===== config.mk =====
export PLATFORM = sky130hd
export DESIGN_NAME = rpn_stack_evaluator
export DESIGN_NICKNAME = d
export VERILOG_FILES = /design/src/hw/rtl/rpn_pkg.sv /design/src/hw/rtl/rpn_stack_evaluator.sv
export SDC_FILE = /design/constraint.sdc
export NUM_CORES = 2
export LEC_CHECK = 0
export BUFFER_PORTS_ARGS = -buffer_cell sky130_fd_sc_hd__buf_2
export CORE_AREA = 2 2 413 415
export DETAILED_ROUTE_END_ITERATION = 6
export DIE_AREA = 0 0 415 417
export MAX_ROUTING_LAYER = met4
export PLACE_DENSITY_LB_ADDON = 0.1
export SYNTH_ARGS = -nofsm -noshare
export SYNTH_HDL_FRONTEND = slang
export SYNTH_SLANG_ARGS = --single-unit

===== constraint.sdc =====
create_clock -name clk -period 17.7 [get_ports clk]
set_clock_uncertainty 0.1 [all_clocks]
set_input_delay 2.655 -clock clk [delete_from_list [all_inputs] [get_ports clk]]
set_output_delay 2.655 -clock clk [all_outputs]
set_load 0.01 [all_outputs]

===== src/hw/rtl/rpn_pkg.sv =====
// rpn_pkg: token codes, error codes, field widths and controller states
// for the RPN stack evaluator. No dependencies.
package rpn_pkg;

    localparam int FUNC_W = 4;
    localparam int NUM_W  = 31;
    localparam int DATA_W = 32;
    localparam int ERR_W  = 3;

    // Stream packing (byte-aligned tdata widths)
    localparam int S_TDATA_W = 32;
    localparam int M_TDATA_W = 40;

    // Token codes (func field)
    localparam logic [FUNC_W-1:0] FN_PUSH     = 4'd0;
    localparam logic [FUNC_W-1:0] FN_ADD      = 4'd1;
    localparam logic [FUNC_W-1:0] FN_SUB      = 4'd2;
    localparam logic [FUNC_W-1:0] FN_MUL      = 4'd3;
    localparam logic [FUNC_W-1:0] FN_DIV      = 4'd4;
    localparam logic [FUNC_W-1:0] FN_POST_INC = 4'd5;
    localparam logic [FUNC_W-1:0] FN_POST_DEC = 4'd6;
    localparam logic [FUNC_W-1:0] FN_PRE_INC  = 4'd7;
    localparam logic [FUNC_W-1:0] FN_PRE_DEC  = 4'd8;
    localparam logic [FUNC_W-1:0] FN_INDEX    = 4'd9;
    localparam logic [FUNC_W-1:0] FN_UNKNOWN  = 4'd10;
    localparam logic [FUNC_W-1:0] FN_END      = 4'd11;

    // Error codes
    localparam logic [ERR_W-1:0] ERR_NONE     = 3'd0;
    localparam logic [ERR_W-1:0] ERR_MISSING  = 3'd1;
    localparam logic [ERR_W-1:0] ERR_UNKNOWN  = 3'd2;
    localparam logic [ERR_W-1:0] ERR_LEFTOVER = 3'd3;
    localparam logic [ERR_W-1:0] ERR_OVERFLOW = 3'd4;
    localparam logic [ERR_W-1:0] ERR_DIVZERO  = 3'd5;

    localparam int DIV_CNT_W = 5;

    typedef enum logic [4:0] {
        ST_IDLE = 5'b00001,
        ST_EXEC = 5'b00010,
        ST_MUL  = 5'b00100,
        ST_DIV  = 5'b01000,
        ST_OUT  = 5'b10000
    } state_t;

endpackage


===== src/hw/rtl/rpn_stack_evaluator.sv =====
// rpn_stack_evaluator: reverse Polish integer evaluator, operand stack in
// a synchronous RAM, bit-serial divider. Depends on rpn_pkg.
//
// Usage: each input beat carries one token (func in s_tuser, literal in
// s_tdata) and produces exactly one output beat. Path per token: add,
// sub, push, inc/dec, index and error tokens go from the stack RAM read
// at the accept edge through the execute state and the result stage into
// the output register, which is loaded only once the previous beat is taken;
// mul adds a registered product stage; div adds the one-bit-per-cycle
// restoring divider. A new token is taken only after the previous result
// has moved into the output register, so one token is worked on at a time.
// The output register holds a result while the next token is already being
// worked on. The stack RAM has one write and two read ports (top and second
// entry) with registered reads; a stack write always lands in an earlier
// cycle than the next token's read, so no forwarding is needed. Stack
// contents are not cleared at reset or on end/error; only the count is, and
// entries at or above the count are never used. Sums, differences and
// products wrap; division truncates toward zero.
module rpn_stack_evaluator #(
    parameter int STACK_DEPTH = 16
) (
    input  logic                          clk,
    input  logic                          rst_n,
    // slave side
    input  logic                          s_tvalid,
    output logic                          s_tready,
    input  logic [rpn_pkg::S_TDATA_W-1:0] s_tdata,   // [30:0] number, [31] zero
    input  logic [rpn_pkg::FUNC_W-1:0]    s_tuser,   // [3:0] func
    // master side
    output logic                          m_tvalid,
    input  logic                          m_tready,
    output logic [rpn_pkg::M_TDATA_W-1:0] m_tdata,   // [31:0] index_value,
                                                     // [34:32] error_code,
                                                     // [35] expr_ok, [39:36] zero
    output logic                          m_tuser,   // [0] index_valid
    output logic                          m_tlast    // expr_done
);
    import rpn_pkg::*;

    localparam int AW = (STACK_DEPTH > 1) ? $clog2(STACK_DEPTH) : 1;
    localparam int CW = $clog2(STACK_DEPTH + 1);
    localparam int PAD_W = M_TDATA_W - DATA_W - ERR_W - 1;

    // Stack RAM
    logic [DATA_W-1:0] stack_mem [STACK_DEPTH];
    logic [DATA_W-1:0] top_rd_reg;
    logic [DATA_W-1:0] sec_rd_reg;
    logic              mem_we;
    logic [AW-1:0]     mem_waddr;
    logic [DATA_W-1:0] mem_wdata;

    // Control state
    state_t            state_reg, state_next;
    logic [CW-1:0]     count_reg, count_next;
    logic              failed_reg, failed_next;
    logic [ERR_W-1:0]  first_err_reg, first_err_next;

    // Token latch
    logic [FUNC_W-1:0] func_reg, func_next;
    logic [NUM_W-1:0]  num_reg, num_next;

    // Multiplier and divider
    logic [DATA_W-1:0]    prod_reg, prod_next;
    logic [DATA_W-1:0]    div_q_reg, div_q_next;
    logic [DATA_W-1:0]    div_r_reg, div_r_next;
    logic [DATA_W-1:0]    div_d_reg, div_d_next;
    logic [DIV_CNT_W-1:0] div_cnt_reg, div_cnt_next;
    logic                 div_neg_reg, div_neg_next;

    // Result staging
    logic              res_ivalid_reg, res_ivalid_next;
    logic [DATA_W-1:0] res_ivalue_reg, res_ivalue_next;
    logic [ERR_W-1:0]  res_err_reg, res_err_next;
    logic              res_done_reg, res_done_next;
    logic              res_ok_reg, res_ok_next;

    // Output register
    logic              m_tvalid_reg, m_tvalid_next;
    logic [M_TDATA_W-1:0] out_data_reg, out_data_next;
    logic              out_user_reg, out_user_next;
    logic              out_last_reg, out_last_next;

    // Address helpers
    logic [CW-1:0]     cnt_m1, cnt_m2;
    logic [AW-1:0]     top_addr, sec_addr;

    // Datapath helpers
    logic [DATA_W-1:0] lhs, rhs;
    logic [DATA_W-1:0] lhs_mag, rhs_mag;
    logic [DATA_W:0]   div_shift, div_diff;
    logic [DATA_W-1:0] div_q_step, div_r_step, div_quot;
    logic              has_one, has_two;

    assign cnt_m1   = count_reg - CW'(1);
    assign cnt_m2   = count_reg - CW'(2);
    assign top_addr = cnt_m1[AW-1:0];
    assign sec_addr = cnt_m2[AW-1:0];

    assign s_tready = (state_reg == ST_IDLE);
    assign m_tvalid = m_tvalid_reg;
    assign m_tdata  = out_data_reg;
    assign m_tuser  = out_user_reg;
    assign m_tlast  = out_last_reg;

    assign lhs     = sec_rd_reg;
    assign rhs     = top_rd_reg;
    assign lhs_mag = lhs[DATA_W-1] ? (DATA_W'(0) - lhs) : lhs;
    assign rhs_mag = rhs[DATA_W-1] ? (DATA_W'(0) - rhs) : rhs;
    assign has_one = (count_reg >= CW'(1));
    assign has_two = (count_reg >= CW'(2));

    // One restoring step: shift next dividend bit into the remainder
    assign div_shift  = {div_r_reg, div_q_reg[DATA_W-1]};
    assign div_diff   = div_shift - {1'b0, div_d_reg};
    assign div_r_step = div_diff[DATA_W] ? div_shift[DATA_W-1:0] : div_diff[DATA_W-1:0];
    assign div_q_step = {div_q_reg[DATA_W-2:0], ~div_diff[DATA_W]};
    assign div_quot   = div_neg_reg ? (DATA_W'(0) - div_q_step) : div_q_step;

    // Stack RAM: registered reads of top and second entry every cycle
    always_ff @(posedge clk)
    begin
        top_rd_reg <= stack_mem[top_addr];
        sec_rd_reg <= stack_mem[sec_addr];
        if (mem_we)
        begin
            stack_mem[mem_waddr] <= mem_wdata;
        end
    end

    always_comb
    begin
        state_next      = state_reg;
        count_next      = count_reg;
        failed_next     = failed_reg;
        first_err_next  = first_err_reg;
        func_next       = func_reg;
        num_next        = num_reg;
        prod_next       = prod_reg;
        div_q_next      = div_q_reg;
        div_r_next      = div_r_reg;
        div_d_next      = div_d_reg;
        div_cnt_next    = div_cnt_reg;
        div_neg_next    = div_neg_reg;
        res_ivalid_next = res_ivalid_reg;
        res_ivalue_next = res_ivalue_reg;
        res_err_next    = res_err_reg;
        res_done_next   = res_done_reg;
        res_ok_next     = res_ok_reg;
        m_tvalid_next   = m_tvalid_reg & ~m_tready;
        out_data_next   = out_data_reg;
        out_user_next   = out_user_reg;
        out_last_next   = out_last_reg;
        mem_we          = 1'b0;
        mem_waddr       = top_addr;
        mem_wdata       = DATA_W'(0);

        unique case (state_reg)
            ST_IDLE:
            begin
                if (s_tvalid)
                begin
                    func_next  = s_tuser;
                    num_next   = s_tdata[NUM_W-1:0];
                    state_next = ST_EXEC;
                end
            end

            ST_EXEC:
            begin
                res_ivalid_next = 1'b0;
                res_ivalue_next = DATA_W'(0);
                res_err_next    = ERR_NONE;
                res_done_next   = 1'b0;
                res_ok_next     = 1'b0;
                state_next      = ST_OUT;
                if (func_reg == FN_END)
                begin
                    res_done_next = 1'b1;
                    if (failed_reg)
                    begin
                        res_err_next = first_err_reg;
                    end
                    else if (count_reg != CW'(0))
                    begin
                        res_err_next = ERR_LEFTOVER;
                    end
                    else
                    begin
                        res_ok_next = 1'b1;
                    end
                    count_next     = CW'(0);
                    failed_next    = 1'b0;
                    first_err_next = ERR_NONE;
                end
                else if (!failed_reg)
                begin
                    unique case (func_reg)
                        FN_PUSH:
                        begin
                            if (count_reg >= CW'(STACK_DEPTH))
                            begin
                                res_err_next = ERR_OVERFLOW;
                            end
                            else
                            begin
                                mem_we     = 1'b1;
                                mem_waddr  = count_reg[AW-1:0];
                                mem_wdata  = {1'b0, num_reg};
                                count_next = count_reg + CW'(1);
                            end
                        end
                        FN_ADD, FN_SUB, FN_MUL, FN_DIV:
                        begin
                            if (!has_two)
                            begin
                                res_err_next = ERR_MISSING;
                            end
                            else if (func_reg == FN_DIV && rhs == DATA_W'(0))
                            begin
                                res_err_next = ERR_DIVZERO;
                            end
                            else
                            begin
                                count_next = cnt_m1;
                                mem_waddr  = sec_addr;
                                if (func_reg == FN_ADD)
                                begin
                                    mem_we    = 1'b1;
                                    mem_wdata = lhs + rhs;
                                end
                                else if (func_reg == FN_SUB)
                                begin
                                    mem_we    = 1'b1;
                                    mem_wdata = lhs - rhs;
                                end
                                else if (func_reg == FN_MUL)
                                begin
                                    prod_next  = lhs * rhs;
                                    state_next = ST_MUL;
                                end
                                else
                                begin
                                    div_q_next   = lhs_mag;
                                    div_r_next   = DATA_W'(0);
                                    div_d_next   = rhs_mag;
                                    div_cnt_next = DIV_CNT_W'(0);
                                    div_neg_next = lhs[DATA_W-1] ^ rhs[DATA_W-1];
                                    state_next   = ST_DIV;
                                end
                            end
                        end
                        FN_POST_INC, FN_POST_DEC, FN_PRE_INC, FN_PRE_DEC, FN_INDEX:
                        begin
                            if (!has_one)
                            begin
                                res_err_next = ERR_MISSING;
                            end
                            else if (func_reg == FN_INDEX)
                            begin
                                res_ivalid_next = 1'b1;
                                res_ivalue_next = rhs;
                                count_next      = cnt_m1;
                            end
                            else if (func_reg == FN_PRE_INC)
                            begin
                                mem_we    = 1'b1;
                                mem_wdata = rhs + DATA_W'(1);
                            end
                            else if (func_reg == FN_PRE_DEC)
                            begin
                                mem_we    = 1'b1;
                                mem_wdata = rhs - DATA_W'(1);
                            end
                            // post inc/dec: top value is left unchanged
                        end
                        default:
                        begin
                            res_err_next = ERR_UNKNOWN;
                        end
                    endcase
                    if (res_err_next != ERR_NONE)
                    begin
                        count_next     = CW'(0);
                        failed_next    = 1'b1;
                        first_err_next = res_err_next;
                        mem_we         = 1'b0;
                        state_next     = ST_OUT;
                    end
                end
            end

            ST_MUL:
            begin
                mem_we     = 1'b1;
                mem_waddr  = top_addr;
                mem_wdata  = prod_reg;
                state_next = ST_OUT;
            end

            ST_DIV:
            begin
                div_q_next   = div_q_step;
                div_r_next   = div_r_step;
                div_cnt_next = div_cnt_reg + DIV_CNT_W'(1);
                if (div_cnt_reg == DIV_CNT_W'(DATA_W - 1))
                begin
                    mem_we     = 1'b1;
                    mem_waddr  = top_addr;
                    mem_wdata  = div_quot;
                    state_next = ST_OUT;
                end
            end

            ST_OUT:
            begin
                if (!m_tvalid_reg || m_tready)
                begin
                    m_tvalid_next = 1'b1;
                    out_data_next = {PAD_W'(0), res_ok_reg, res_err_reg, res_ivalue_reg};
                    out_user_next = res_ivalid_reg;
                    out_last_next = res_done_reg;
                    state_next    = ST_IDLE;
                end
            end

            default:
            begin
                state_next = ST_IDLE;
            end
        endcase
    end

    always_ff @(posedge clk or negedge rst_n)
    begin
        if (!rst_n)
        begin
            state_reg     <= ST_IDLE;
            count_reg     <= '0;
            failed_reg    <= 1'b0;
            first_err_reg <= ERR_NONE;
            m_tvalid_reg  <= 1'b0;
        end
        else
        begin
            state_reg     <= state_next;
            count_reg     <= count_next;
            failed_reg    <= failed_next;
            first_err_reg <= first_err_next;
            m_tvalid_reg  <= m_tvalid_next;
        end
    end

    always_ff @(posedge clk)
    begin
        func_reg       <= func_next;
        num_reg        <= num_next;
        prod_reg       <= prod_next;
        div_q_reg      <= div_q_next;
        div_r_reg      <= div_r_next;
        div_d_reg      <= div_d_next;
        div_cnt_reg    <= div_cnt_next;
        div_neg_reg    <= div_neg_next;
        res_ivalid_reg <= res_ivalid_next;
        res_ivalue_reg <= res_ivalue_next;
        res_err_reg    <= res_err_next;
        res_done_reg   <= res_done_next;
        res_ok_reg     <= res_ok_next;
        out_data_reg   <= out_data_next;
        out_user_reg   <= out_user_next;
        out_last_reg   <= out_last_next;
    end

    // Stack count never exceeds the RAM depth
    a_count_range: assert property (@(posedge clk) disable iff (!rst_n)
        count_reg <= CW'(STACK_DEPTH))
        else $error("stack count beyond depth");

    // An error empties the stack and records a nonzero code
    a_failed_empty: assert property (@(posedge clk) disable iff (!rst_n)
        failed_reg |-> (count_reg == CW'(0) && first_err_reg != ERR_NONE))
        else $error("failed with nonempty stack or no error code");

    // An accepted token is executed in the next cycle
    a_accept_exec: assert property (@(posedge clk) disable iff (!rst_n)
        (s_tvalid && s_tready) |=> (state_reg == ST_EXEC))
        else $error("token not executed after accept");

    // A successful end beat carries no error code
    a_ok_no_err: assert property (@(posedge clk) disable iff (!rst_n)
        (m_tvalid && m_tlast && m_tdata[DATA_W+ERR_W]) |->
            (m_tdata[DATA_W+ERR_W-1:DATA_W] == ERR_NONE))
        else $error("expr_ok with error code");

    // The divider never runs with a zero divisor
    a_div_nonzero: assert property (@(posedge clk) disable iff (!rst_n)
        (state_reg == ST_DIV) |-> (div_d_reg != DATA_W'(0)))
        else $error("divide by zero reached divider");

endmodule

==> impl_results.md <==
* Num ports at 84
* Pin count of the biggest net entering global routing at 70
* Post-synthesis simple-gate area fraction at 0.106
* Max clock buf depth at 3
* Routed Wire Length at 202,000 um
* GP Congestion at 0.944
* Synth unique cells at 99
* WP data arrival at between 8000 and 9000 ps
* GRT Util Overall at 0.241
* Full die area at 173,000 um2
* Rel. slew slack at 0.190
* Ratio of cells with drive above 1 in the final layout at 0.165
* Critical path class: reg2reg
* Final setup TNS at 0 ps
* Post-synth EDFFs at 757
* Largest family of logic cells by synthesized area: adder cells
* LEAKAGE at about 23 nW
* Drt drc at 0
* Post-CTS setup buffer count at 0
* IO buf count at 78
* DR iter-0 viols at approximately 3,700
* Clock Root Buffer: clkbuf_16
* Clk Latency, worst-skew pair at 720 ps
* Status: finished, final reports clean
* Predominant post-synthesis flop cell: edfxtp_1
* Top reg by flops: stack_mem
* Worst-path fanout max at 20
* Synth Area in Compound Gates at 0.0749
* PwrDens at 148 nW/um2
* Clock network fraction of total power at 0.215
* Final core utilization at 0.389
* Synth Instances at approximately 4,800
* Area delta synth->final at 11.6%
* Vias per Instance at 5.55
* Synth top cells by count: edfxtp_1, inv_1, nand2_1
* Initial Util at 0.349
* Core footprint at about 170,000 um2
* Worst Tran Pin Value at 1210 ps
* Initial antenna violation count at 6
* Net Sw Frac at 0.452
* Global-route congestion overflow total at 0
* Yosys reg bits at 836
* Wire per inst at 28.3 um
* VDD IR max at 0.113 mV
* Final nets at 5,504
* Post-Syn Area at slightly below 60,000 um2
* Post-synth top area cell: edfxtp_1
* DP Wirelength at approximately 140,000 um
* Xor and xnor area share after synthesis at 0.0349
* Flip-flop count of the largest register after layout at 512
* Internal Power at 5.31 mW
* Hold-fix buffers, CTS at 0
* Die Ht at roughly 420 um
* Resized cells post-CTS at 0
* First-pass GRT wire length at ~300,000 um
* Num CTS Buffers at 96
* Max frequency at 0.120 GHz
* CP Launch Type: register
* Count leader, synth: edfxtp_1
* # clock sinks at 836
* CP endpoint kind: register
* Combinational fraction of design power at 0.526
* Synth area leaders: edfxtp_1, fa_1, mux4_2
* Final setup viols at 0
* Clock slew at reported path FFs at 70 ps
* Post-route antenna net violation count at 0
* DR vias at 39,500
* Fin. max-slew vios at 0
* Fin crit share at 0.472
* Min-delay worst type: reg2reg
* H-Tree Depth at 3
* PnR Total Power at between 9 and 10 mW
* Yosys warning total at 0
* Fin. Hold Viols at 0
* Top-area cell type share of the netlist area at 0.387
* Vias in the first global route at 40,800
* Row count at ~150
* RSZ-0062 raised after global routing: no
* Minimum clock period at roughly 8400 ps
* Syn avg cell area at around 12 um2
* Drt pass-1 iters at 6
* Chip width at 415 um
* Adder-Cell Fraction of Synth Area at 0.189
* Ys async rst share at 0.0179
* MaxCap Viol Count at 0
* Crit path required time at roughly 18,000 ps
* CTS tree: built
* Register area share after synthesis at 0.415
* Sequential Power Share at 0.259
* NetSw at 4.38 mW
* Mux share of post-synthesis cell area at 0.129
[cell type report]
cell class / count / area [um2]
antenna: 3 / 7.51
clock buffer: 134 / 2750
clock inverter: 47 / 583
fill: 16300 / 103000
inverter: 496 / 1860
multi-input combinational: 3159 / 31600
sequential: 836 / 24400
tap: 2218 / 2780
timing repair buffer: 233 / 1560
[path summary, 6_finish.rpt]
kind	from	to	slack (ps)	depth (start not counted)
min	res_ivalue_reg[1]	m_tdata[1]	300	0
max in group asynchronous	rst_n	state_reg[0]	15430	1
min in group asynchronous	rst_n	first_err_reg[1]	1760	1
max reg2reg	rhs[7]	prod_reg[30]	9340	25
min reg2reg	res_ivalue_reg[1]	m_tdata[1]	300	0
max	rhs[7]	prod_reg[30]	9340	25
[power groups by stage]
stage          clock [mW]  sequential (mW)  combinational (mW)
6_report             2.09             2.51                5.09
3_5_place_dp            0             2.55                5.04
5_1_grt              2.21             2.52                5.47
3_3_place_gp            0             2.55                5.05
4_1_cts              2.15             2.51                5.08
2_1_floorplan           0             2.45                3.25
[worst max-delay path: stages, from the launching register on]
cell and delay [ps]:
dfxtp_2 730, buf_4 470, and2_1 200, fa_1 440, fa_1 520, inv_1 50, fa_1 490, fa_1 500
inv_1 50, fa_1 490, fa_1 550, inv_1 50, fa_1 470, fa_1 500, inv_1 40, ha_1 320
o21a_1 120, o21ai_0 210, a31oi_1 70, a21boi_1 170, o21a_1 220, or2_2 320, a221o_1 350, a41oi_1 340
a21oi_1 150, xor2_1 170
[per-stage QoR]
| stage | hold WS (ps) | cells | setup WS, ps | area, um2 |
|---|---|---|---|---|
| CTS | 303 | 7122 | 9430 | 65600 |
| global route | 308 | 7124 | 9170 | 65600 |
| finish | 301 | 7126 | 9340 | 65600 |
| global placement | 301 | 6941 | 9420 | 62200 |
| floorplan | 300 | 4788 | 10170 | 58800 |
| detailed placement | 305 | 6941 | 9430 | 62200 |
[cells by family after synthesis]
kind of cell	count (synthesis)
AOI/OAI and AO/OA	654
xor gates and xnor gates	234
buffers and inverters	793
DFF	836
and+or+nand+nor	1270
adders and majority gates	642
other	1
muxes	355
[cells in the final DEF (no fill, tap or decap), types with 16 or more instances in the layout]
cell type    n
a211oi_1    18
a21o_1      35
a21oi_1    138
a221oi_1    16
a222oi_1    20
a22oi_1     19
a31oi_1     29
and2_1     255
and3_1      16
buf_2       78
buf_4      154
clkbuf_1    19
clkbuf_16   97
clkbuf_8    18
dfxtp_1     52
edfxtp_1   757
fa_1       411
ha_1       229
inv_1      489
mux2i_1     30
mux4_2     320
nand2_1    436
nand2b_1    27
nand3_1     52
nand4_1     27
nor2_1     223
nor2_4      16
nor2b_1     22
nor3_1      71
nor4_1      18
o21a_1      21
o21ai_0    132
o21bai_1    23
o22ai_1     17
o31ai_1     39
or3_1       29
xnor2_1    169
xor2_1      62
[metal layers]
metal  GRT usage  part of all wire  up-vias
li1            -                 -    17200
met1       0.323              0.44    20700
met2       0.375              0.46     1291
met3      0.0316             0.057      343
met4      0.0902             0.044        0
met5           -                 0        -
No activity file was read; power rests on OpenSTA's default activity.
